**config.mk**
```make
export PLATFORM = sky130hd
export DESIGN_NAME = bcc_datapath
export DESIGN_NICKNAME = d
export VERILOG_FILES = /design/src/bcc_pkg.sv /design/src/bcc_datapath.sv
export SDC_FILE = /design/constraint.sdc
export NUM_CORES = 2
export LEC_CHECK = 0
export BUFFER_PORTS_ARGS = -buffer_cell sky130_fd_sc_hd__clkbuf_2
export CORE_ASPECT_RATIO = 1.25
export CORE_MARGIN = 5
export CORE_UTILIZATION = 45
export CTS_BUF_LIST = sky130_fd_sc_hd__clkbuf_4 sky130_fd_sc_hd__clkbuf_8 sky130_fd_sc_hd__clkbuf_16
export DETAILED_ROUTE_END_ITERATION = 16
export PLACE_DENSITY = 0.73
export SLEW_MARGIN = 20
export SYNTH_ARGS = -nofsm -noshare
export SYNTH_HDL_FRONTEND = slang
export SYNTH_SLANG_ARGS = --single-unit
```
**constraint.sdc**
```tcl
create_clock -name clock -period 35.1 [get_ports clock]
set_input_delay 10.53 -clock clock [delete_from_list [all_inputs] [get_ports clock]]
set_output_delay 10.53 -clock clock [all_outputs]
set_load 0.05 [all_outputs]
```
**src/bcc_pkg.sv**
```systemverilog
// Shared types, constants, control store and helpers of the balance cascade controller.
package bcc_pkg;

   localparam int StepW   = 4;
   localparam int MulW    = 33;
   localparam int ProdW   = 2 * MulW;
   localparam int AccW    = 36;
   localparam int FiltShift = 10;
   localparam int QuotShift = 36;

   typedef logic [StepW-1:0] step_type;

   localparam step_type StepDead = StepW'(11);

   // 0.3 * 256 in Q.10, 0.7 in Q.10, ceil(2^36 / 25)
   localparam logic signed [MulW-1:0] FiltNew  = 33'sd78592;
   localparam logic signed [MulW-1:0] FiltOld  = 33'sd717;
   localparam logic signed [MulW-1:0] Recip25  = 33'sd2748779070;
   localparam logic signed [AccW-1:0] RoundHalf = 36'sd512;

   typedef enum logic [2:0] {
      A_SPEED, A_FILT, A_PITCH, A_PRATE, A_YRATE, A_INTEG, A_QUO
   } mul_a_type;

   typedef enum logic [2:0] {
      B_FNEW, B_FOLD, B_ANGLE, B_RATE, B_SGAIN, B_YAW, B_RECIP
   } mul_b_type;

   typedef enum logic [1:0] {
      ACC_HOLD, ACC_LOAD_RND, ACC_LOAD, ACC_ADD
   } acc_op_type;

   typedef enum logic [2:0] {
      TERM_RAW, TERM_SH12, TERM_SH20, TERM_SH28, TERM_QUOT
   } term_type;

   typedef enum logic [2:0] {
      CSR_DEAD_BAND, CSR_ANGLE_GAIN, CSR_RATE_GAIN, CSR_SPEED_GAIN,
      CSR_YAW_GAIN, CSR_INTEGRAL_HIGH, CSR_INTEGRAL_LOW
   } csr_index_type;

   typedef struct packed {
      mul_a_type  mul_a;
      mul_b_type  mul_b;
      acc_op_type acc_op;
      term_type   term;
      logic       wr_filt;
      logic       wr_integ;
      logic       wr_quo;
      logic       wr_yaw;
      logic       wr_sum;
      logic       wr_out;
      logic       clr_state;
      logic       jmp_band;
      logic       last;
   } ctrl_word_type;

   typedef struct packed {
      logic in_band;
      logic out_full;
   } status_type;

   typedef struct packed {
      logic        [22:0] dead_band;
      logic signed [23:0] angle_gain;
      logic signed [23:0] rate_gain;
      logic signed [23:0] speed_gain;
      logic signed [23:0] yaw_gain;
      logic signed [31:0] integral_high;
      logic signed [31:0] integral_low;
   } cfg_type;

   localparam cfg_type CfgReset = '{
      dead_band:     23'd721,
      angle_gain:    24'sd1013760,
      rate_gain:     24'sd73933,
      speed_gain:    -24'sd71680,
      yaw_gain:      -24'sd3277,
      integral_high: 32'sd1000000,
      integral_low:  -32'sd1000000
   };

   localparam ctrl_word_type CtrlNop = '{
      mul_a: A_SPEED, mul_b: B_FNEW, acc_op: ACC_HOLD, term: TERM_RAW,
      wr_filt: 1'b0, wr_integ: 1'b0, wr_quo: 1'b0, wr_yaw: 1'b0,
      wr_sum: 1'b0, wr_out: 1'b0, clr_state: 1'b0, jmp_band: 1'b0, last: 1'b0
   };

   // Microprogram. The multiplier result of step n is seen in step n+1.
   function automatic ctrl_word_type ctrl_rom(input step_type step);
      ctrl_word_type w;
      w = CtrlNop;
      unique case (step)
         StepW'(0): begin   // speed * 0.3, preload rounding, leave on dead band
            w.mul_a = A_SPEED; w.mul_b = B_FNEW;
            w.acc_op = ACC_LOAD_RND; w.jmp_band = 1'b1;
         end
         StepW'(1): begin
            w.mul_a = A_FILT; w.mul_b = B_FOLD;
            w.acc_op = ACC_ADD; w.term = TERM_RAW;
         end
         StepW'(2): begin   // filter done
            w.mul_a = A_PITCH; w.mul_b = B_ANGLE;
            w.acc_op = ACC_ADD; w.term = TERM_RAW; w.wr_filt = 1'b1;
         end
         StepW'(3): begin   // integral update, start angle sum
            w.mul_a = A_PRATE; w.mul_b = B_RATE;
            w.acc_op = ACC_LOAD; w.term = TERM_SH28; w.wr_integ = 1'b1;
         end
         StepW'(4): begin
            w.mul_a = A_FILT; w.mul_b = B_SGAIN;
            w.acc_op = ACC_ADD; w.term = TERM_SH12;
         end
         StepW'(5): begin
            w.mul_a = A_INTEG; w.mul_b = B_SGAIN;
            w.acc_op = ACC_ADD; w.term = TERM_SH20;
         end
         StepW'(6): begin   // magnitude of integral product for the /200
            w.mul_a = A_YRATE; w.mul_b = B_YAW; w.wr_quo = 1'b1;
         end
         StepW'(7): begin
            w.mul_a = A_QUO; w.mul_b = B_RECIP;
            w.term = TERM_SH12; w.wr_yaw = 1'b1;
         end
         StepW'(8): begin
            w.acc_op = ACC_ADD; w.term = TERM_QUOT;
         end
         StepW'(9): begin
            w.wr_sum = 1'b1;
         end
         StepW'(10): begin
            w.wr_out = 1'b1; w.last = 1'b1;
         end
         StepDead: begin
            w.clr_state = 1'b1; w.wr_out = 1'b1; w.last = 1'b1;
         end
         default: w = CtrlNop;
      endcase
      return w;
   endfunction

   // Signed shift right that rounds toward zero.
   function automatic logic signed [ProdW-1:0] trunc_shr(
      input logic signed [ProdW-1:0] p,
      input int unsigned             sh
   );
      logic signed [ProdW-1:0] bias;
      bias = p[ProdW-1] ? ((ProdW'(1) <<< sh) - ProdW'(1)) : '0;
      return (p + bias) >>> sh;
   endfunction

   function automatic logic signed [31:0] sat32(input logic signed [AccW-1:0] v);
      logic signed [AccW-1:0] hi;
      logic signed [AccW-1:0] lo;
      hi = $signed(AccW'(32'h7FFF_FFFF));
      lo = $signed({{(AccW-31){1'b1}}, 31'b0});
      if (v > hi) begin
         return hi[31:0];
      end else if (v < lo) begin
         return lo[31:0];
      end
      return v[31:0];
   endfunction

endpackage

```
**src/bcc_datapath.sv**
```systemverilog
// Datapath: shared multiplier, accumulator, controller state and result register.
module bcc_datapath (
   input  logic                   clock,
   input  logic                   reset,
   input  logic                   start,
   input  logic signed [23:0]     req_pitch_angle,
   input  logic signed [15:0]     req_pitch_rate,
   input  logic signed [15:0]     req_yaw_rate,
   input  logic signed [15:0]     req_wheel_speed,
   input  bcc_pkg::cfg_type       cfg,
   input  bcc_pkg::ctrl_word_type ctrl,
   input  logic                   rsp_ready,
   output logic                   rsp_valid,
   output logic signed [31:0]     rsp_drive_left,
   output logic signed [31:0]     rsp_drive_right,
   output logic signed [31:0]     rsp_drive_sum,
   output logic                   rsp_tilt_direction,
   output bcc_pkg::status_type    status
);

   localparam int MulW  = bcc_pkg::MulW;
   localparam int ProdW = bcc_pkg::ProdW;
   localparam int AccW  = bcc_pkg::AccW;

   logic signed [23:0] pitch_ff;
   logic signed [15:0] prate_ff, yrate_ff, speed_ff;
   logic signed [23:0] filt_ff, filt_in;
   logic signed [31:0] integ_ff, integ_in;
   logic signed [ProdW-1:0] prod_ff, prod_in;
   logic signed [AccW-1:0]  acc_ff, acc_in;
   logic        [31:0]      quo_ff;
   logic                    neg_ff;
   logic signed [27:0]      yaw_ff;
   logic signed [31:0]      sum_ff;
   logic                    valid_ff;
   logic signed [31:0]      left_ff, right_ff, drsum_ff;
   logic                    tilt_ff;

   logic signed [MulW-1:0]  mul_a, mul_b;
   logic signed [AccW-1:0]  term, acc_sum;
   logic signed [ProdW-1:0] prod_mag;
   logic signed [32:0]      integ_sum, integ_hi, integ_lo, integ_c1, integ_c2;
   logic signed [24:0]      pitch_x, band_x;
   logic                    out_full, out_load;

   // dead band: -dead_band < pitch < dead_band
   assign pitch_x = $signed({pitch_ff[23], pitch_ff});
   assign band_x  = $signed({2'b00, cfg.dead_band});

   assign out_full = valid_ff && !rsp_ready;
   assign out_load = ctrl.wr_out && !out_full;

   assign status.in_band  = (pitch_x < band_x) && (pitch_x > -band_x);
   assign status.out_full = out_full;

   always_comb begin
      unique case (ctrl.mul_a)
         bcc_pkg::A_SPEED: mul_a = MulW'(speed_ff);
         bcc_pkg::A_FILT:  mul_a = MulW'(filt_ff);
         bcc_pkg::A_PITCH: mul_a = MulW'(pitch_ff);
         bcc_pkg::A_PRATE: mul_a = MulW'(prate_ff);
         bcc_pkg::A_YRATE: mul_a = MulW'(yrate_ff);
         bcc_pkg::A_INTEG: mul_a = MulW'(integ_ff);
         bcc_pkg::A_QUO:   mul_a = $signed({1'b0, quo_ff});
         default:          mul_a = '0;
      endcase
      unique case (ctrl.mul_b)
         bcc_pkg::B_FNEW:  mul_b = bcc_pkg::FiltNew;
         bcc_pkg::B_FOLD:  mul_b = bcc_pkg::FiltOld;
         bcc_pkg::B_ANGLE: mul_b = MulW'(cfg.angle_gain);
         bcc_pkg::B_RATE:  mul_b = MulW'(cfg.rate_gain);
         bcc_pkg::B_SGAIN: mul_b = MulW'(cfg.speed_gain);
         bcc_pkg::B_YAW:   mul_b = MulW'(cfg.yaw_gain);
         bcc_pkg::B_RECIP: mul_b = bcc_pkg::Recip25;
         default:          mul_b = '0;
      endcase
   end

   assign prod_in = mul_a * mul_b;

   // scaled view of the last product
   always_comb begin
      unique case (ctrl.term)
         bcc_pkg::TERM_RAW:  term = AccW'(prod_ff);
         bcc_pkg::TERM_SH12: term = AccW'(bcc_pkg::trunc_shr(prod_ff, 12));
         bcc_pkg::TERM_SH20: term = AccW'(bcc_pkg::trunc_shr(prod_ff, 20));
         bcc_pkg::TERM_SH28: term = AccW'(bcc_pkg::trunc_shr(prod_ff, 28));
         bcc_pkg::TERM_QUOT: begin
            // floor(n * ceil(2^36/25) / 2^36) == floor(n / 25), sign restored
            term = neg_ff ? -$signed(AccW'(prod_ff[ProdW-1:bcc_pkg::QuotShift]))
                          :  $signed(AccW'(prod_ff[ProdW-1:bcc_pkg::QuotShift]));
         end
         default:            term = '0;
      endcase
   end

   assign acc_sum = acc_ff + term;

   always_comb begin
      unique case (ctrl.acc_op)
         bcc_pkg::ACC_HOLD:     acc_in = acc_ff;
         bcc_pkg::ACC_LOAD_RND: acc_in = bcc_pkg::RoundHalf;
         bcc_pkg::ACC_LOAD:     acc_in = term;
         bcc_pkg::ACC_ADD:      acc_in = acc_sum;
         default:               acc_in = acc_ff;
      endcase
   end

   // rounded filter result: floor((a + 512) / 1024)
   assign filt_in = acc_sum[bcc_pkg::FiltShift+23:bcc_pkg::FiltShift];

   // integral with upper clamp first, lower clamp last
   assign integ_sum = $signed({integ_ff[31], integ_ff}) + 33'(filt_ff);
   assign integ_hi  = 33'(cfg.integral_high);
   assign integ_lo  = 33'(cfg.integral_low);
   assign integ_c1  = (integ_sum > integ_hi) ? integ_hi : integ_sum;
   assign integ_c2  = (integ_c1 <= integ_lo) ? integ_lo : integ_c1;
   assign integ_in  = integ_c2[31:0];

   // |integral * gain| / 2^23; the remaining /25 goes through the multiplier
   assign prod_mag = prod_ff[ProdW-1] ? -prod_ff : prod_ff;

   always_ff @(posedge clock) begin
      if (start) begin
         pitch_ff <= req_pitch_angle;
         prate_ff <= req_pitch_rate;
         yrate_ff <= req_yaw_rate;
         speed_ff <= req_wheel_speed;
      end
      prod_ff <= prod_in;
      acc_ff  <= acc_in;
      if (ctrl.wr_quo) begin
         quo_ff <= prod_mag[54:23];
         neg_ff <= prod_ff[ProdW-1];
      end
      if (ctrl.wr_yaw) begin
         yaw_ff <= term[27:0];
      end
      if (ctrl.wr_sum) begin
         sum_ff <= bcc_pkg::sat32(acc_ff);
      end
      if (out_load) begin
         tilt_ff <= pitch_ff[23];
         if (ctrl.clr_state) begin
            left_ff  <= '0;
            right_ff <= '0;
            drsum_ff <= '0;
         end else begin
            left_ff  <= bcc_pkg::sat32($signed(AccW'(sum_ff)) - $signed(AccW'(yaw_ff)));
            right_ff <= bcc_pkg::sat32($signed(AccW'(sum_ff)) + $signed(AccW'(yaw_ff)));
            drsum_ff <= sum_ff;
         end
      end
   end

   always_ff @(posedge clock) begin
      if (reset) begin
         filt_ff  <= '0;
         integ_ff <= '0;
         valid_ff <= 1'b0;
      end else begin
         if (ctrl.clr_state) begin
            filt_ff  <= '0;
            integ_ff <= '0;
         end else begin
            if (ctrl.wr_filt) begin
               filt_ff <= filt_in;
            end
            if (ctrl.wr_integ) begin
               integ_ff <= integ_in;
            end
         end
         if (out_load) begin
            valid_ff <= 1'b1;
         end else if (rsp_ready) begin
            valid_ff <= 1'b0;
         end
      end
   end

   assign rsp_valid          = valid_ff;
   assign rsp_drive_left     = left_ff;
   assign rsp_drive_right    = right_ff;
   assign rsp_drive_sum      = drsum_ff;
   assign rsp_tilt_direction = tilt_ff;

endmodule

```
==> qor.csv <==
stage,metric,value,unit
detailed_routing,DR vias/cell,5.734,
sta,Final Hold Viols,0,
global_route,largest net degree at the start of global routing,86,
floorplan,full die area,161700,sq um
detailed_routing,met1 WL,85130,um
layout,area delta synth->final,8.378,%
sta,relative slew slack,0.1908,
critical_path,Worst Path Arrival,14090,ps
placed_design,DP Worst Slack,10530,ps
clock_network,Sink Count,421,
clock_network,"Reg clk slew, reported paths",70,ps
clock_network,Setup Buffers After CTS,0,
floorplan,Core Region,152500,sq um
synth,Mapped Cells,7699,
sta,minimum clock period,24620,ps
clock_network,CTS Hold Bufs,0,
layout,final core utilization,0.4913,
clock_network,clk_lat worst skew,600,ps
clock_network,root buffer cell,clkbuf_16,
placed_design,placed cell areas,73410,sq um
synth,Synth area leader,fa_1,
sta,Final Skew,28.84,ps
synth,"count leader, synth",inv_1,
status,status,"finished, final reports clean",
global_route,grt total ovfl,0,
synth,largest cells by area after synthesis,"fa_1 (32%), edfxtp_1 (13%), ha_1 (9.6%), inv_1 (8.0%), nand2_1 (4.1%)",
detailed_routing,met2 WL,115800,um
synth,Async SR Flop Fraction,0,
floorplan,IO Count,379,
clock_network,cts repair resizes,0,
critical_path,WP data required,24570,ps
critical_path,CP max-delay cell,nor3b_1,
global_route,vias in the first global route,60180,
synth,Syn Nets,9611,
min_path,HP Class,register to register,
clock_network,CTS tree,done,
detailed_routing,# DRC,0,
synth,Yosys reg bits,421,
critical_path,Max stage delay on crit path,510,ps
sta,final worst-path cycle share,0.7015,
flow_run,# Max-Cap Violations,0,
critical_path,CP Cell Sequence,clkbuf_2 > nor4_1 > nand2_1 > nor3b_1 > nand2_1 > nor2_1 > xnor2_1 > ha_1 > a21o_1 > a21o_1 > a21oi_1 > nor2_1 > a211oi_1 > nor2_1 > a211oi_1 > a221oi_1 > clkbuf_2,
critical_path,CP Launch Type,input port,
placed_design,GPL Wtd Cong,1.005,
synth,Yosys cell types,91,
global_route,GRT Total Usage,0.2851,
sta,# setup viols final,0,
synth,number of synthesized flops with an enable pin,298,
detailed_routing,Initial DRC Count,4694,
critical_path,CP bufs+invs,2,
synth,most instantiated cells after synthesis,"inv_1 (1466), fa_1 (1105), nand2_1 (763)",
floorplan,Rows,160,
detailed_routing,metal3 WL,17150,um
layout,layout cells sized above 1,0.09074,
layout,NumNets Final,9802,
critical_path,Setup CP Type,input port to output pin,
sta,Setup WS post-layout,10480,ps
detailed_routing,uppermost layer routed,met5,
detailed_routing,vias,57110,
sta,worst slew pin tran,1214,ps
sta,RSZ-0062 raised after global routing,no,
critical_path,critical path's top delay family,simple AND/OR/NAND/NOR gates,
floorplan,Initial Util,0.4534,
detailed_routing,drt first pass iters,9,
detailed_routing,Routed WL per cell,23.39,um
synth,area share of the largest cell type after synthesis,0.3199,
global_route,first-pass GRT wire length,355800,um
placed_design,post-DP HPWL,192800,um
floorplan,Die X,360.6,um
detailed_routing,DRT Wirelength,233000,um
global_route,initial antenna violation count,15,
clock_network,TritonCTS Buffers,44,
critical_path,Worst Path Max Fanout,4,
clock_network,H-tree levels,2,
synth,most common flop cell mapped by yosys,edfxtp_1,
synth,synthesized area per cell,8.983,sq um
synth,Synth warnings,0,
synth,register area share after synthesis,0.1650,
placed_design,IO buf count,376,
clock_network,clock tree buffer depth,3,
detailed_routing,post-route ant nets,0,
critical_path,CP dominant cell by count,nor2_1,
floorplan,DIE HEIGHT,448.3,um
layout,fin area,74950,sq um
sta,fmax,40.61,MHz
sta,setup TNS,0,ps
synth,mapped cell area,69160,sq um
critical_path,CP Capture Type,output pin,
sta,Max Transition Viols Final,0,
-- routing by layer --
layer,global-route usage,vias up
met5,0,-
met4,0.1496,6
met3,0.04396,720
met2,0.5045,2596
met1,0.3353,28500
li1,-,25290
-- cell families after synthesis --
group | count (synthesis) | share of synthesized area
AO/OA/AOI/OAI | 1354 | 0.1289
XOR/XNOR | 358 | 0.04534
adder cells (fa/ha/maj) | 1633 | 0.4154
buffers and inverters | 1839 | 0.1004
flip-flops | 421 | 0.1650
multiplexers | 107 | 0.01657
AND/OR/NAND/NOR | 1987 | 0.1284
-- path summary, 6_finish.rpt --
check	slack, ps	depth (start not counted)	end	from
setup / recovery	10480	17	status[1]	cfg[162]
hold / removal	510	2	integ_ff[9]	integ_ff[9]
setup reg to reg	24500	28	prod_ff[65]	pitch_ff[23]
hold reg to reg	510	2	integ_ff[9]	integ_ff[9]
-- layout by cell type, fill, tap and decap left out, types with 76 or more instances in the layout --
master,Yosys,final
a21o_1,162,162
a21oi_1,330,328
buf_4,1,138
clkbuf_2,0,375
dfxtp_1,123,122
edfxtp_1,298,298
fa_1,1105,1105
ha_1,528,528
inv_1,1466,1466
nand2_1,763,763
nand3_1,91,91
nand4_1,76,76
nor2_1,616,615
nor2b_1,81,80
o21ai_0,266,260
xnor2_1,269,269
xor2_1,89,89
-- per-stage QoR --
step | hold WS (ps) | std cells
after floorplan | 457.2 | 7699
after global placement | 494.9 | 9869
after detailed placement | 502.4 | 9869
after CTS | 513.8 | 9949
after global routing | 529.5 | 9954
final | 514.6 | 9961
-- registers in the layout, indices dropped and copies added, names as in the netlist, 32 cells and up --
signal / flops
rsp_drive_sum: 32
sum_ff: 32
rsp_drive_right: 32
prod_ff: 66
quo_ff: 32
integ_ff: 32
rsp_drive_left: 32
acc_ff: 36
-- worst reg2reg max path, delay by kind of cell, from the launching register on --
kind / cells / cell delay [ps]
flops: 1 / 760
compound gates: 10 / 2880
simple gates: 2 / 510
fa+ha+maj: 9 / 5010
xor+xnor: 1 / 370
buf+inv: 6 / 980
-- area by class of cell --
cell class | instances | area (sq um)
Multi-Input combinational cell | 5439 | 51050
Sequential cell | 421 | 11410
Clock inverter | 24 | 216.5
Fill cell | 14260 | 77590
Tap cell | 2025 | 2534
Antenna cell | 12 | 30.03
Inverter | 1471 | 5522
Clock buffer | 56 | 1280
Timing Repair Buffer | 513 | 2913
Power is not shown: default switching activity piles up to over one toggle a cycle in this logic, so the estimate is an artifact.
