File: src/bcc_pkg.sv
// Shared types, constants, control store and helpers of the balance cascade controller.
package bcc_pkg;

   localparam int StepW   = 4;
   localparam int MulW    = 33;
   localparam int ProdW   = 2 * MulW;
   localparam int AccW    = 36;
   localparam int FiltShift = 10;
   localparam int QuotShift = 36;

   typedef logic [StepW-1:0] step_type;

   localparam step_type StepDead = StepW'(11);

   // 0.3 * 256 in Q.10, 0.7 in Q.10, ceil(2^36 / 25)
   localparam logic signed [MulW-1:0] FiltNew  = 33'sd78592;
   localparam logic signed [MulW-1:0] FiltOld  = 33'sd717;
   localparam logic signed [MulW-1:0] Recip25  = 33'sd2748779070;
   localparam logic signed [AccW-1:0] RoundHalf = 36'sd512;

   typedef enum logic [2:0] {
      A_SPEED, A_FILT, A_PITCH, A_PRATE, A_YRATE, A_INTEG, A_QUO
   } mul_a_type;

   typedef enum logic [2:0] {
      B_FNEW, B_FOLD, B_ANGLE, B_RATE, B_SGAIN, B_YAW, B_RECIP
   } mul_b_type;

   typedef enum logic [1:0] {
      ACC_HOLD, ACC_LOAD_RND, ACC_LOAD, ACC_ADD
   } acc_op_type;

   typedef enum logic [2:0] {
      TERM_RAW, TERM_SH12, TERM_SH20, TERM_SH28, TERM_QUOT
   } term_type;

   typedef enum logic [2:0] {
      CSR_DEAD_BAND, CSR_ANGLE_GAIN, CSR_RATE_GAIN, CSR_SPEED_GAIN,
      CSR_YAW_GAIN, CSR_INTEGRAL_HIGH, CSR_INTEGRAL_LOW
   } csr_index_type;

   typedef struct packed {
      mul_a_type  mul_a;
      mul_b_type  mul_b;
      acc_op_type acc_op;
      term_type   term;
      logic       wr_filt;
      logic       wr_integ;
      logic       wr_quo;
      logic       wr_yaw;
      logic       wr_sum;
      logic       wr_out;
      logic       clr_state;
      logic       jmp_band;
      logic       last;
   } ctrl_word_type;

   typedef struct packed {
      logic in_band;
      logic out_full;
   } status_type;

   typedef struct packed {
      logic        [22:0] dead_band;
      logic signed [23:0] angle_gain;
      logic signed [23:0] rate_gain;
      logic signed [23:0] speed_gain;
      logic signed [23:0] yaw_gain;
      logic signed [31:0] integral_high;
      logic signed [31:0] integral_low;
   } cfg_type;

   localparam cfg_type CfgReset = '{
      dead_band:     23'd721,
      angle_gain:    24'sd1013760,
      rate_gain:     24'sd73933,
      speed_gain:    -24'sd71680,
      yaw_gain:      -24'sd3277,
      integral_high: 32'sd1000000,
      integral_low:  -32'sd1000000
   };

   localparam ctrl_word_type CtrlNop = '{
      mul_a: A_SPEED, mul_b: B_FNEW, acc_op: ACC_HOLD, term: TERM_RAW,
      wr_filt: 1'b0, wr_integ: 1'b0, wr_quo: 1'b0, wr_yaw: 1'b0,
      wr_sum: 1'b0, wr_out: 1'b0, clr_state: 1'b0, jmp_band: 1'b0, last: 1'b0
   };

   // Microprogram. The multiplier result of step n is seen in step n+1.
   function automatic ctrl_word_type ctrl_rom(input step_type step);
      ctrl_word_type w;
      w = CtrlNop;
      unique case (step)
         StepW'(0): begin   // speed * 0.3, preload rounding, leave on dead band
            w.mul_a = A_SPEED; w.mul_b = B_FNEW;
            w.acc_op = ACC_LOAD_RND; w.jmp_band = 1'b1;
         end
         StepW'(1): begin
            w.mul_a = A_FILT; w.mul_b = B_FOLD;
            w.acc_op = ACC_ADD; w.term = TERM_RAW;
         end
         StepW'(2): begin   // filter done
            w.mul_a = A_PITCH; w.mul_b = B_ANGLE;
            w.acc_op = ACC_ADD; w.term = TERM_RAW; w.wr_filt = 1'b1;
         end
         StepW'(3): begin   // integral update, start angle sum
            w.mul_a = A_PRATE; w.mul_b = B_RATE;
            w.acc_op = ACC_LOAD; w.term = TERM_SH28; w.wr_integ = 1'b1;
         end
         StepW'(4): begin
            w.mul_a = A_FILT; w.mul_b = B_SGAIN;
            w.acc_op = ACC_ADD; w.term = TERM_SH12;
         end
         StepW'(5): begin
            w.mul_a = A_INTEG; w.mul_b = B_SGAIN;
            w.acc_op = ACC_ADD; w.term = TERM_SH20;
         end
         StepW'(6): begin   // magnitude of integral product for the /200
            w.mul_a = A_YRATE; w.mul_b = B_YAW; w.wr_quo = 1'b1;
         end
         StepW'(7): begin
            w.mul_a = A_QUO; w.mul_b = B_RECIP;
            w.term = TERM_SH12; w.wr_yaw = 1'b1;
         end
         StepW'(8): begin
            w.acc_op = ACC_ADD; w.term = TERM_QUOT;
         end
         StepW'(9): begin
            w.wr_sum = 1'b1;
         end
         StepW'(10): begin
            w.wr_out = 1'b1; w.last = 1'b1;
         end
         StepDead: begin
            w.clr_state = 1'b1; w.wr_out = 1'b1; w.last = 1'b1;
         end
         default: w = CtrlNop;
      endcase
      return w;
   endfunction

   // Signed shift right that rounds toward zero.
   function automatic logic signed [ProdW-1:0] trunc_shr(
      input logic signed [ProdW-1:0] p,
      input int unsigned             sh
   );
      logic signed [ProdW-1:0] bias;
      bias = p[ProdW-1] ? ((ProdW'(1) <<< sh) - ProdW'(1)) : '0;
      return (p + bias) >>> sh;
   endfunction

   function automatic logic signed [31:0] sat32(input logic signed [AccW-1:0] v);
      logic signed [AccW-1:0] hi;
      logic signed [AccW-1:0] lo;
      hi = $signed(AccW'(32'h7FFF_FFFF));
      lo = $signed({{(AccW-31){1'b1}}, 31'b0});
      if (v > hi) begin
         return hi[31:0];
      end else if (v < lo) begin
         return lo[31:0];
      end
      return v[31:0];
   endfunction

endpackage

File: src/bcc_sequencer.sv
// Microcode sequencer: step counter, control store lookup and jumps.
module bcc_sequencer (
   input  logic                   clock,
   input  logic                   reset,
   input  logic                   start,
   input  bcc_pkg::status_type    status,
   output bcc_pkg::ctrl_word_type ctrl,
   output logic                   busy
);

   logic              busy_ff, busy_in;
   bcc_pkg::step_type step_ff, step_in;

   assign ctrl = busy_ff ? bcc_pkg::ctrl_rom(step_ff) : bcc_pkg::CtrlNop;
   assign busy = busy_ff;

   always_comb begin
      busy_in = busy_ff;
      step_in = step_ff;
      priority if (!busy_ff) begin
         if (start) begin
            busy_in = 1'b1;
            step_in = '0;
         end
      end else if (ctrl.last) begin
         // wait here while the previous result is still unclaimed
         if (!status.out_full) begin
            busy_in = 1'b0;
            step_in = '0;
         end
      end else if (ctrl.jmp_band && status.in_band) begin
         step_in = bcc_pkg::StepDead;
      end else begin
         step_in = step_ff + bcc_pkg::StepW'(1);
      end
   end

   always_ff @(posedge clock) begin
      if (reset) begin
         busy_ff <= 1'b0;
         step_ff <= '0;
      end else begin
         busy_ff <= busy_in;
         step_ff <= step_in;
      end
   end

endmodule

File: config.mk
export PLATFORM = sky130hd
export DESIGN_NAME = bcc_sequencer
export DESIGN_NICKNAME = d
export VERILOG_FILES = /design/src/bcc_pkg.sv /design/src/bcc_sequencer.sv
export SDC_FILE = /design/constraint.sdc
export NUM_CORES = 1
export LEC_CHECK = 0
export BUFFER_PORTS_ARGS = -buffer_cell sky130_fd_sc_hd__buf_4
export CAP_MARGIN = 20
export CORE_ASPECT_RATIO = 0.7
export CORE_UTILIZATION = 25
export CTS_BUF_LIST = sky130_fd_sc_hd__clkbuf_16
export DETAILED_ROUTE_END_ITERATION = 10
export GPL_ROUTABILITY_DRIVEN = 0
export PLACE_DENSITY_LB_ADDON = 0.05
export SLEW_MARGIN = 20
export SYNTH_ARGS = -nofsm -noshare
export SYNTH_HDL_FRONTEND = slang
export SYNTH_SLANG_ARGS = --single-unit
File: constraint.sdc
create_clock -name clock -period 2.52 [get_ports clock]
set_input_delay 0.504 -clock clock [delete_from_list [all_inputs] [get_ports clock]]
set_output_delay 0.504 -clock clock [all_outputs]
set_load 0.01 [all_outputs]
==> summary by stage, run 1 <==
Die
The horizontal extent of the die is 58.8 µm. The initial utilization of the core area, before any placement, comes to 0.284. In this run the standard cell core region covers 1980 µm². The die footprint is 2450 µm². The count of standard-cell rows is 13.

The height of the chip is 41.8 µm. Pin placement for this block handled 26 I/O pins.

Logic synthesis
Of the total synthesized cell area, the portion taken by full adders, half adders and majority gates is 0.0887. The synthesized area per cell is slightly above 7 µm². The number of different library cells used by synthesis comes to 29. The sequential area share after synthesis is 0.177. The fraction of synthesized cell area in xor and xnor cells is 0. The flip-flop cell with the highest count after synthesis is dfxtp_1. The synthesized-area fraction occupied by ao, oa, aoi and oai cells is 0.273. Yosys mapped a number of flops with a built-in enable equal to 0. The number of synthesized register bits is 5. The number of nets in the synthesized netlist is 87. The proportion of synthesized flip-flops having asynchronous set or reset is 0.

The number of synthesis warnings is 0. The mux share of post-synthesis cell area is 0.0177. The instance count of the mapped netlist is 78. Of the total synthesized cell area, the portion taken by AND, OR, NAND and NOR gates is 0.326. The post-synthesis instance area is ~560 µm². By area, the combinational part of the netlist is dominated by simple AND/OR/NAND/NOR gates.

Route
In the routed design, unresolved DRC markers number 0. In the final routed layout, each cell accounts on average for 11.6 µm. The number of nets with antenna violations after detailed routing is 0. For this block, the via count after detailed routing is 617. The total wire length after detailed routing is approximately 1500 µm. The number of search-and-repair iterations in the first detailed-routing pass is 4.

For this block, the initial DRC count from the detailed router was 21. In the routed layout, each cell is associated on average with a via count of 4.71.

Worst setup path
In this run the worst path has a maximum fanout of 7. In this run the number of cells on the critical path is 7. The worst setup path is launched from a flop. The type of the worst setup path is flop to output port.

The data required time of the critical path is 2020 ps. The type of element capturing the critical path is an output port. The worst register-to-register path has a setup slack of around 840 ps. The critical path startpoint is step_ff[0]$_SDFFE_PP0P_. STA puts the critical path data arrival time at between 1500 and 2000 ps. Among cell families on the critical path, the largest total delay comes from flip-flops. The number of buffer and inverter stages on the critical path is 2. On the worst path, the slowest cell contributes a delay of slightly above 400 ps.

The worst register-to-register path has a depth of 6. The slowest stage cell on the critical path is dfxtp_1. The startpoint identified for the worst register-to-register timing path is step_ff[0]$_SDFFE_PP0P_. The critical path goes through inv_1, ha_1, mux2i_1, o22ai_1, nand2_1, o21ai_0, buf_4.

The endpoint identified for the worst register-to-register timing path is step_ff[2]$_SDFFE_PP0P_. The most critical setup path has its endpoint at ctrl[13].

GRT
The aggregate global routing overflow is 0. The maximum number of pins on one net before global-route repair is 16. The number of antenna violations at the first check in global routing is 0.

For this run, the total global-route usage over all layers was measured as 0.131. The via count of the first global-routing pass was 532. The wire length of the first global-routing pass is 2440 µm.

Placed design
Input and output buffers added on the ports amount to 25. The placed instances occupy a cell area of 746 µm². Detailed placement finished with a half-perimeter wire length of 1170 µm. The worst setup slack after placement is 609 ps.

Clock tree
The number of gates resized after CTS was 0. The post-CTS setup repair buffer count is 0. After clock tree synthesis, the clock-pin slew on the worst setup and hold paths is 30 ps. The insertion delay of the later-clocked pin in the worst-skew pair is 220 ps. Buffers inserted to repair hold after CTS numbered 0. The clock tree from TritonCTS is built. For this design, the sink count on the clock tree is 5. The buffer depth of the longest clock path is 2. The clock root buffer is clkbuf_16. The H-tree depth is 1. The total CTS buffers is 3.

Run status
The flow ran to the end, and the final reports show no timing, DRC or antenna violations.

Cells and area
In the final design database the tool counted 111 nets. After routing the design area is 825 µm². The post-synthesis to final-layout area growth is 46.1%. The repair_antennas step left the layout with diodes totalling 0. The final core area utilization is 0.416. In the final layout, the share of cells above drive strength 1 is 0.317.

Timing
The setup TNS is 0 ps. The final worst-path setup slack is 372 ps. The measured slew at the worst slew-check pin is 448 ps. Setup repair after global routing left no endpoint under its margin. The max-slew violation count is 0. The part of the cycle the worst path needs is 0.852.

The post-layout minimum cycle time is 2150 ps. Setup violations remaining at the end of the flow were counted as 0. For this run, the top clock speed supported by timing is 466 MHz. The worst clock skew is around 1.3 ps. The worst relative slew slack is 0.701.

The count of final hold-check violations came to 0.

Power
Summed over all cells, the static leakage comes to ~0.00038 µW. Dividing total power by cell area gives a power density of between 500 and 600 nW/µm². Across the VDD grid, the largest voltage drop is 244 µV.

Hold path
The path category of the worst min-delay check is primary input to flop.

Flow run
Max-cap violations in this run came to 0.
[worst register-to-register path, cell delays in order, from the launching register on]
cell and delay (ps):
dfxtp_1 410, inv_1 90, ha_1 310, nor2_4 160
o21ai_1 170, a221o_1 340, a21oi_1 130
[layout make-up]
type	count	area (µm²)
Sequential cell	5	100
Clock buffer	3	75.1
Clock inverter	1	3.75
Multi-Input combinational cell	61	398
Inverter	6	22.5
Fill cell	222	1160
Tap cell	30	37.5
Timing Repair Buffer	25	188
[cell usage after synthesis, types with 2 or more instances]
cell      number  area share
a21oi_1       10       0.089
and2_1         2       0.022
and3_1         4       0.044
buf_2          2       0.018
buf_4          3       0.040
dfxtp_1        5        0.18
ha_1           4       0.089
inv_1          6       0.040
nand2_1        8       0.053
nand2b_1       4       0.044
nor2_1         9       0.060
o21a_1         2       0.027
o21ai_0        2       0.018
o32ai_2        2       0.058
[layer usage]
metal	GRT usage	wire length (µm)
met1	0.199	855
met2	0.164	569
met3	0.0561	98
met4	0.0286	0
met5	0	0
[worst min path at each step]
stage | start | end | cells after the start
after detailed placement | step_ff[0]$_SDFFE_PP0P_ | step_ff[0]$_SDFFE_PP0P_ | 2
after CTS | reset | step_ff[0]$_SDFFE_PP0P_ | 2
after global routing | reset | step_ff[2]$_SDFFE_PP0P_ | 2
after global placement | step_ff[0]$_SDFFE_PP0P_ | step_ff[0]$_SDFFE_PP0P_ | 2
final | reset | step_ff[0]$_SDFFE_PP0P_ | 2
after floorplan | step_ff[0]$_SDFFE_PP0P_ | step_ff[0]$_SDFFE_PP0P_ | 2
[sequential cells by signal (all words and copies together) (netlist names)]
signal	count
step_ff	4
busy	1
[through the flow]
step	instances	total power, µW	hold slack (ps)
final	131	418	494
after global routing	131	441	501
after CTS	131	425	493
after detailed placement	127	167	536
after global placement	127	167	524
after floorplan	78	140	489
[logic make-up (layout without fill, tap and decap cells)]
family | Yosys count | in the layout
buf+inv | 12 | 35
simple gates | 34 | 34
mux | 1 | 1
compound gates | 22 | 22
flops | 5 | 5
fa+ha+maj | 4 | 4
[power by group]
group,internal [µW],leakage [µW],switching [µW],total [µW]
sequential,83.3,0.0000409,7.79,91.1
clock,205,0.0000423,47.1,252
combinational,35.6,0.000299,39.0,74.7
[layout by cell type, fill, tap and decap left out, types with 2 or more instances in the layout]
cell / netlist / layout
nand2_1: 8 / 8
nand2b_1: 4 / 4
nor2_1: 9 / 9
dfxtp_1: 5 / 5
buf_4: 3 / 25
and2_1: 2 / 2
inv_1: 6 / 7
ha_1: 4 / 4
o21ai_0: 2 / 2
o32ai_2: 2 / 2
o21a_1: 2 / 2
a21oi_1: 10 / 10
and3_1: 4 / 4
clkbuf_16: 0 / 3
(Power assumes the default switching activity.)
==> run 2, diff against run 1 <==
Settings changed: ABC_AREA set to 1.
==> run 2 against run 1 <==
Effect of this change:
- power up 4.6%
- utilization is 0.14 points lower
- highest routed layer unchanged
- the flow now finishes with violations (design-rule violations)
- global-route usage rose by 0.59 points
- sequential power increased by 2%
- largest cell class unchanged
- critical path type unchanged
- first-iteration DRC count rose by 9.5%
- register-to-register slack gained 140 ps
- combinational power grew 16%
- final area down 2.0%
==> summary by stage, run 2 <==
Run status
The run finished, with violations left. The final reports fail on design-rule violations.

Route
The initial detailed-routing violation count is 23 (+9.5%). The remaining design rule violation count is 1 (+1). The number of nets with antenna violations after detailed routing is 0 (unchanged). The total wire length after detailed routing is 1480 µm (-2.9%). The per-cell via count in the routed design is 4.50 (-4.4%). The routed via count is 644 (+4.4%). The number of search-and-repair iterations in the first detailed-routing pass is 7 (+3). The routed length per instance was 10.3 µm (-11%).

Logic synthesis
The post-synthesis net count came to 105 (+21%). The post-synthesis instance area is 544 µm² (-3.5%). The top cell type's share of synthesized area is 0.184 (+0.00652). Of all cell types, the one taking the most synthesized area is dfxtp_1.

In the post-synthesis netlist, the cell with the most instances is nand2_1. The number of flops mapped to enable cells by yosys came to 0 (unchanged). The instance count of the mapped netlist is 96 (+23%). The synthesized area per cell came to 5.67 µm² (-22%).

The number of synthesized register bits is 5 (unchanged). In the synthesized netlist, the cells that appear most often are nand2_1, inv_1, a21oi_1, nor2_1, nand3_1. Ranked by total cell area, the synthesized netlist is headed by dfxtp_1, nand2_1, a21oi_1, ha_1, inv_1.

The proportion of synthesized flip-flops having asynchronous set or reset is 0 (unchanged). The sequential area share after synthesis is 0.184 (+0.00652). The number of synthesis warnings is 0 (unchanged). The unique cell type count in the Yosys netlist came to 19 (-34%). The flip-flop cell with the highest count after synthesis is dfxtp_1.

Clock tree
The post-cts hold buffer count is 0 (unchanged). The H-tree depth is 1 (unchanged). The post-CTS setup repair buffer count is 0 (unchanged). The clock-pin slew reported for the worst setup and hold paths after clock tree synthesis is 30 ps (about the same).

The insertion delay of the later-clocked pin in the worst-skew pair is 230 ps (about the same). The post-cts resize count is 0 (unchanged). The buffer depth of the longest clock path is 2 (unchanged). The clock tree from TritonCTS is built. The total number of clock tree sinks was 5 (unchanged). The clock root buffer is clkbuf_16. The total CTS buffers came to 3 (unchanged).

Timing
Setup repair after global routing left no endpoint under its margin. The measured slew at the worst slew-check pin came to 291 ps (-157 ps). The count of final hold-check violations is 0 (unchanged). The post-layout minimum cycle time is 2160 ps (+14.3 ps).

The worst relative slew slack is 0.806 (+0.105). The final number of setup-violating endpoints came to 0 (unchanged). The worst clock skew is 1.38 ps (+0.0945 ps).

The highest attainable clock frequency is 463 MHz (-0.66%). The part of the cycle the worst path needs came to 0.858 (+0.00566). The final hold slack came to 481 ps (-13.2 ps). The max-slew violation count came to 0 (unchanged).

The setup TNS is 0 ps (unchanged).

Cells and area
The flip-flop count of the largest register, all copies and words added is 4 (unchanged). Compared with the post-synthesis result, the final layout area differs by 48.5%. Counting flops per register, the top entry is step_ff.

The most frequent standard cell in the layout excluding fill and tap cells is nand2_1. The share of final-layout standard cells stronger than drive strength 1 is 0.281 (-0.0358). The cell area after layout is 808 µm² (-2.0%). The number of nets at the end of the flow is 131 (+18%).

In the layout the commonest cells are nand2_1, buf_4, inv_1, nor2_1, a21oi_1. The final cell count without fillers is 143 (+9.2%). The number of inserted diodes is 0 (unchanged).

Hold path
The path category of the worst min-delay check is primary input to flop.

Worst setup path
The delay of the slowest cell on the worst path is 420 ps (about the same). The endpoint arrival time on the critical path came to 1660 ps (+20 ps). Traced cell by cell, the critical path runs through inv_1, ha_1, o21ai_0, nand3_1, nand2_1, nand2_1, buf_4. The setup path with the least slack is of type flop to output port. The cell family contributing the most delay on the critical path is flip-flops. The slowest stage cell on the critical path is dfxtp_1. In this design, the critical path's most frequently occurring cell is nand2_1.

The data required time of the critical path is 2020 ps (about the same). STA classifies the critical path startpoint as a flop. The type of element capturing the critical path is an output port. The maximum net fanout on the critical path is 7 (unchanged). The number of buffer and inverter stages on the critical path is 2 (unchanged).

GRT
The aggregate global routing overflow came to 0 (unchanged). The total global-route track usage was 0.137 (+0.00592). The maximum number of pins on one net before global-route repair is 19 (+3). The number of antenna violations at the first check in global routing is 0 (unchanged). The wire length of the first global-routing pass was 2330 µm (-4.5%). The via count of the first global-routing pass came to 505 (-5.1%).

Die
The horizontal extent of the die is 57.8 µm (-1.7%). The height of the chip came to 41.0 µm (-1.7%). The die footprint is 2370 µm² (-3.4%). The core outline area is 1950 µm² (-1.6%). The I/O pin count is 26 (unchanged). The count of standard-cell rows came to 13 (unchanged). The initial core utilization is 0.279 (-0.00552).

Placed design
The count of port buffers added during placement came to 25 (unchanged). The cell count after placement came to 139 (+9.4%). The placed wire-length estimate is 1180 µm (+0.97%). The cell area after placement is 729 µm² (-2.2%).

Power
The net switching fraction of the power is 0.254 (+0.0296). The proportion of power drawn by the clock network is 0.591 (-0.012). The final total power is 437 µW (+4.6%). The static power due to leakage is 0.000415 µW (+8.6%). The proportion of power drawn by combinational gates is 0.198 (+0.019).

The power per cell area was 541 nW/µm² (+6.7%). The internal portion of total power is 326 µW (+0.58%). The fraction of power consumed by sequential logic is 0.212 (-0.006). The reported net switching power is 111 µW (+18%). The peak ir drop on the vdd network is 334 µV (+37%).

Flow run
The count of max-cap constraint violations came to 0 (unchanged).
-- run 2: changes by cell type after synthesis, sizes merged, moves of 3 or more --
cell,delta
nor2,+3
and3,-4
nand2,+18
nand2b,-4
nand3,+6
inv,+9
-- run 2: worst register-to-register path, delay by kind of cell, from the launching register on --
family	cells	cell delay, ps
AOI/OAI and AO/OA	2	470
adders and majority gates	1	250
buffers and inverters	2	160
DFF	1	420
and+or+nand+nor	2	170
-- run 2: cell families (layout without fill, tap and decap cells) --
group / after synthesis / after routing / share of synthesized area
and+or+nand+nor: 51 / 51 / 0.402
buffers and inverters: 19 / 44 / 0.159
DFF: 5 / 5 / 0.184
adders and majority gates: 4 / 4 / 0.0920
AOI/OAI and AO/OA: 17 / 17 / 0.163
-- run 2: power groups by stage --
stage	registers, µW	logic [µW]	clock network (µW)
floorplan	92.6	53.8	0
global placement	94.0	86.9	0
detailed placement	94.0	86.3	0
CTS	92.6	87.1	263
global route	94.5	98.0	271
finish	92.6	86.3	258
-- run 2: final timing paths --
path	from	slack [ps]	to	depth (start not counted)
max reg2reg	step_ff[0]$_SDFFE_PP0P_	980	step_ff[1]$_SDFFE_PP0P_	7
min reg2reg	step_ff[0]$_SDFFE_PP0P_	550	step_ff[0]$_SDFFE_PP0P_	2
min	reset	480	step_ff[3]$_SDFFE_PP0P_	2
max	step_ff[0]$_SDFFE_PP0P_	360	ctrl[12]	7
-- run 2: layout make-up --
type                            instances  area (µm²)
Fill cell                             214        1140
Multi-Input combinational cell         72         358
Timing Repair Buffer                   25         188
Sequential cell                         5         100
Clock buffer                            3        75.1
Inverter                               15        56.3
Tap cell                               22        27.5
Clock inverter                          1        3.75
-- run 2: stage by stage --
| stage | setup slack, ps | util |
|---|---|---|
| 6_report | 358 | 0.414 |
| 5_1_grt | 136 | 0.414 |
| 4_1_cts | 350 | 0.414 |
| 3_5_place_dp | 596 | 0.374 |
| 3_3_place_gp | 651 | 0.374 |
| 2_1_floorplan | 815 | - |
-- run 2: metal layers --
metal  global-route usage  share of wire  vias up
li1                     -              -      350
met5                    0              0        -
met2                0.195           0.41       17
met3               0.0599          0.053        0
met1                0.197           0.54      277
met4                    0              0        0
==> run 3, diff against run 2 <==
Settings changed: SLEW_MARGIN 20 to not set.
Clock period 2.52 ns to 2.6 ns, I/O delays scaled along.
==> run 3 against run 2 <==
Effect of this change:
- the run still ends with design-rule violations left
- largest power group unchanged
- power shrank 3.1%
- largest cell class unchanged
- final area is the same
- combinational power shrank 2.9%
- utilization is the same
==> summary by stage, run 3 (synthesis gave the netlist of run 2 again) <==
Run status
The run finished, with violations left. The final reports fail on design-rule violations.

Power
The power per cell area is 524 nW/µm² (-3.1%). The peak ir drop on the vdd network was 330 µV (-1.1%). The static power due to leakage is 0.000415 µW (unchanged).

Route
The total wire length after detailed routing came to 1500 µm (+1.6%). The number of nets with antenna violations after detailed routing is 0 (unchanged). The initial detailed-routing violation count was 15 (-35%). The routed via count was 660 (+2.5%). The number of search-and-repair iterations in the first detailed-routing pass is 7 (unchanged). The routed length per instance is 10.5 µm (+1.6%).

The remaining design rule violation count is 1 (unchanged). The per-cell via count in the routed design is 4.62 (+2.5%).

Cells and area
Ranked by flip-flop count, first place goes to step_ff. The share of final-layout standard cells stronger than drive strength 1 is 0.281 (unchanged). Leaving out fill and tap cells, the most frequent cell in the layout is nand2_1. The number of nets at the end of the flow is 131 (unchanged). The number of inserted diodes is 0 (unchanged). The cell area after layout is 808 µm² (unchanged). Leaving out fill and tap cells, the most frequent cells in the layout are nand2_1, buf_4, inv_1, nor2_1, a21oi_1. The number of fillers in the final layout is 216 (+0.93%). The final core area utilization is 0.414 (unchanged). The flip-flop count of the largest register, all copies and words added came to 4 (unchanged). The post-synthesis to final-layout area growth came to 48.5% (unchanged).

Clock tree
The H-tree depth was 1 (unchanged). The insertion delay of the later-clocked pin in the worst-skew pair is 230 ps (about the same). The total CTS buffers is 3 (unchanged).

The clock root buffer is clkbuf_16. The post-CTS setup repair buffer count is 0 (unchanged). The post-cts resize count was 0 (unchanged).

The clock-pin slew reported for the worst setup and hold paths after clock tree synthesis is 30 ps (about the same). The clock tree from TritonCTS is built. The post-cts hold buffer count is 0 (unchanged). The buffer depth of the longest clock path is 2 (unchanged). The total number of clock tree sinks is 5 (unchanged).

Die
The horizontal extent of the die is 57.8 µm (unchanged). The initial core utilization came to 0.279 (unchanged). The die footprint is 2370 µm² (unchanged).

The height of the chip is 41.0 µm (unchanged). The count of standard-cell rows is 13 (unchanged). The I/O pin count is 26 (unchanged).

The core outline area is 1950 µm² (unchanged).

GRT
The most heavily used metal layer in global routing is met2. The wire length of the first global-routing pass was 2210 µm (-5.3%). The aggregate global routing overflow is 0 (unchanged).

The global-route met3 utilization was 0.0442 (-0.0158). The met1 track utilization from global routing is 0.172 (-0.0255). The number of antenna violations at the first check in global routing came to 0 (unchanged). The fraction of met2 tracks used by global routing is 0.203 (+0.00872). The via count of the first global-routing pass is 493 (-2.4%). The total global-route track usage was 0.125 (-0.0113). The maximum number of pins on one net before global-route repair came to 19 (unchanged).

Timing
The final number of setup-violating endpoints is 0 (unchanged). The count of final hold-check violations came to 0 (unchanged). The highest attainable clock frequency is 468 MHz. Counting I/O delays and the setup requirement, the final critical path takes 2140 ps. The worst relative slew slack is 0.782 (-0.0244). Setup repair after global routing left no endpoint under its margin.

The worst clock skew is 3.35 ps (+1.97 ps). The measured slew at the worst slew-check pin is 328 ps (+36.6 ps). The max-slew violation count is 0 (unchanged). The final worst-path setup slack was 464 ps (+106 ps). The setup TNS is 0 ps (unchanged). In the finished design, the share of the clock period the worst path needs comes to 0.822.

Placed design
The placed wire-length estimate came to 1170 µm (-0.63%). The worst setup slack after placement is 675 ps (+78.7 ps). The count of port buffers added during placement is 25 (unchanged). The cell area after placement is 729 µm² (unchanged).

Worst setup path
The data required time of the critical path is 2080 ps (+60 ps). The maximum net fanout on the critical path came to 7 (unchanged). The source of the worst register-to-register timing path is step_ff[0]$_SDFFE_PP0P_. The type of the worst setup path is flop to output port. The type of element capturing the critical path is an output port.

STA classifies the critical path startpoint as a flop. The endpoint arrival time on the critical path is 1620 ps (-40 ps). The critical path startpoint is step_ff[0]$_SDFFE_PP0P_.

Flow run
The count of max-cap constraint violations came to 0 (unchanged).

Hold path
The worst hold path begins at reset. The path category of the worst min-delay check is primary input to flop.
-- run 3: cell counts in the layout (fill, tap and decap cells not counted) --
No cell type changed its count.
-- run 3: final timing paths --
check,to,slack (ps),depth (start not counted)
hold / removal,step_ff[3]$_SDFFE_PP0P_,500,2
setup / recovery,ctrl[12],460,7
setup reg to reg,step_ff[0]$_SDFFE_PP0P_,1060,7
hold reg to reg,step_ff[1]$_SDFFE_PP0P_,540,2
-- run 3: power breakdown --
group          internal (µW)  leakage (µW)  switching (µW)
sequential              81.8     0.0000410            8.15
combinational           34.7      0.000332            49.1
clock                    199     0.0000423            50.4
-- run 3: worst max-delay path: stages, from the launching register on --
cell and delay (ps):
dfxtp_1 420, inv_1 90, ha_1 240, o21ai_0 220, nand3_1 110, nand2_1 100, nand2_1 60, buf_4 140
-- run 3: layout make-up --
class | instances | area, µm² | share of cell area
inverter | 15 | 56.3 | 0.0697
clock inverter | 1 | 3.75 | 0.00464
tap | 22 | 27.5 | 0.0341
timing repair buffer | 25 | 188 | 0.232
clock buffer | 3 | 75.1 | 0.0929
sequential | 5 | 100 | 0.124
multi-input combinational | 72 | 358 | 0.443
-- run 3: per-layer routing --
| metal | up-vias | wire, µm | share of wire |
|---|---|---|---|
| met1 | 279 | 788 | 0.52 |
| met2 | 27 | 610 | 0.41 |
| met3 | 0 | 104 | 0.069 |
| met5 | - | 0 | 0 |
| met4 | 0 | 0 | 0 |
| li1 | 354 | - | - |
-- run 3: per-stage QoR --
step | cells | power, µW | hold slack [ps]
after floorplan | 96 | 142 | 491
after global placement | 139 | 175 | 526
after detailed placement | 139 | 175 | 537
after CTS | 143 | 429 | 492
after global routing | 143 | 449 | 496
final | 143 | 423 | 496
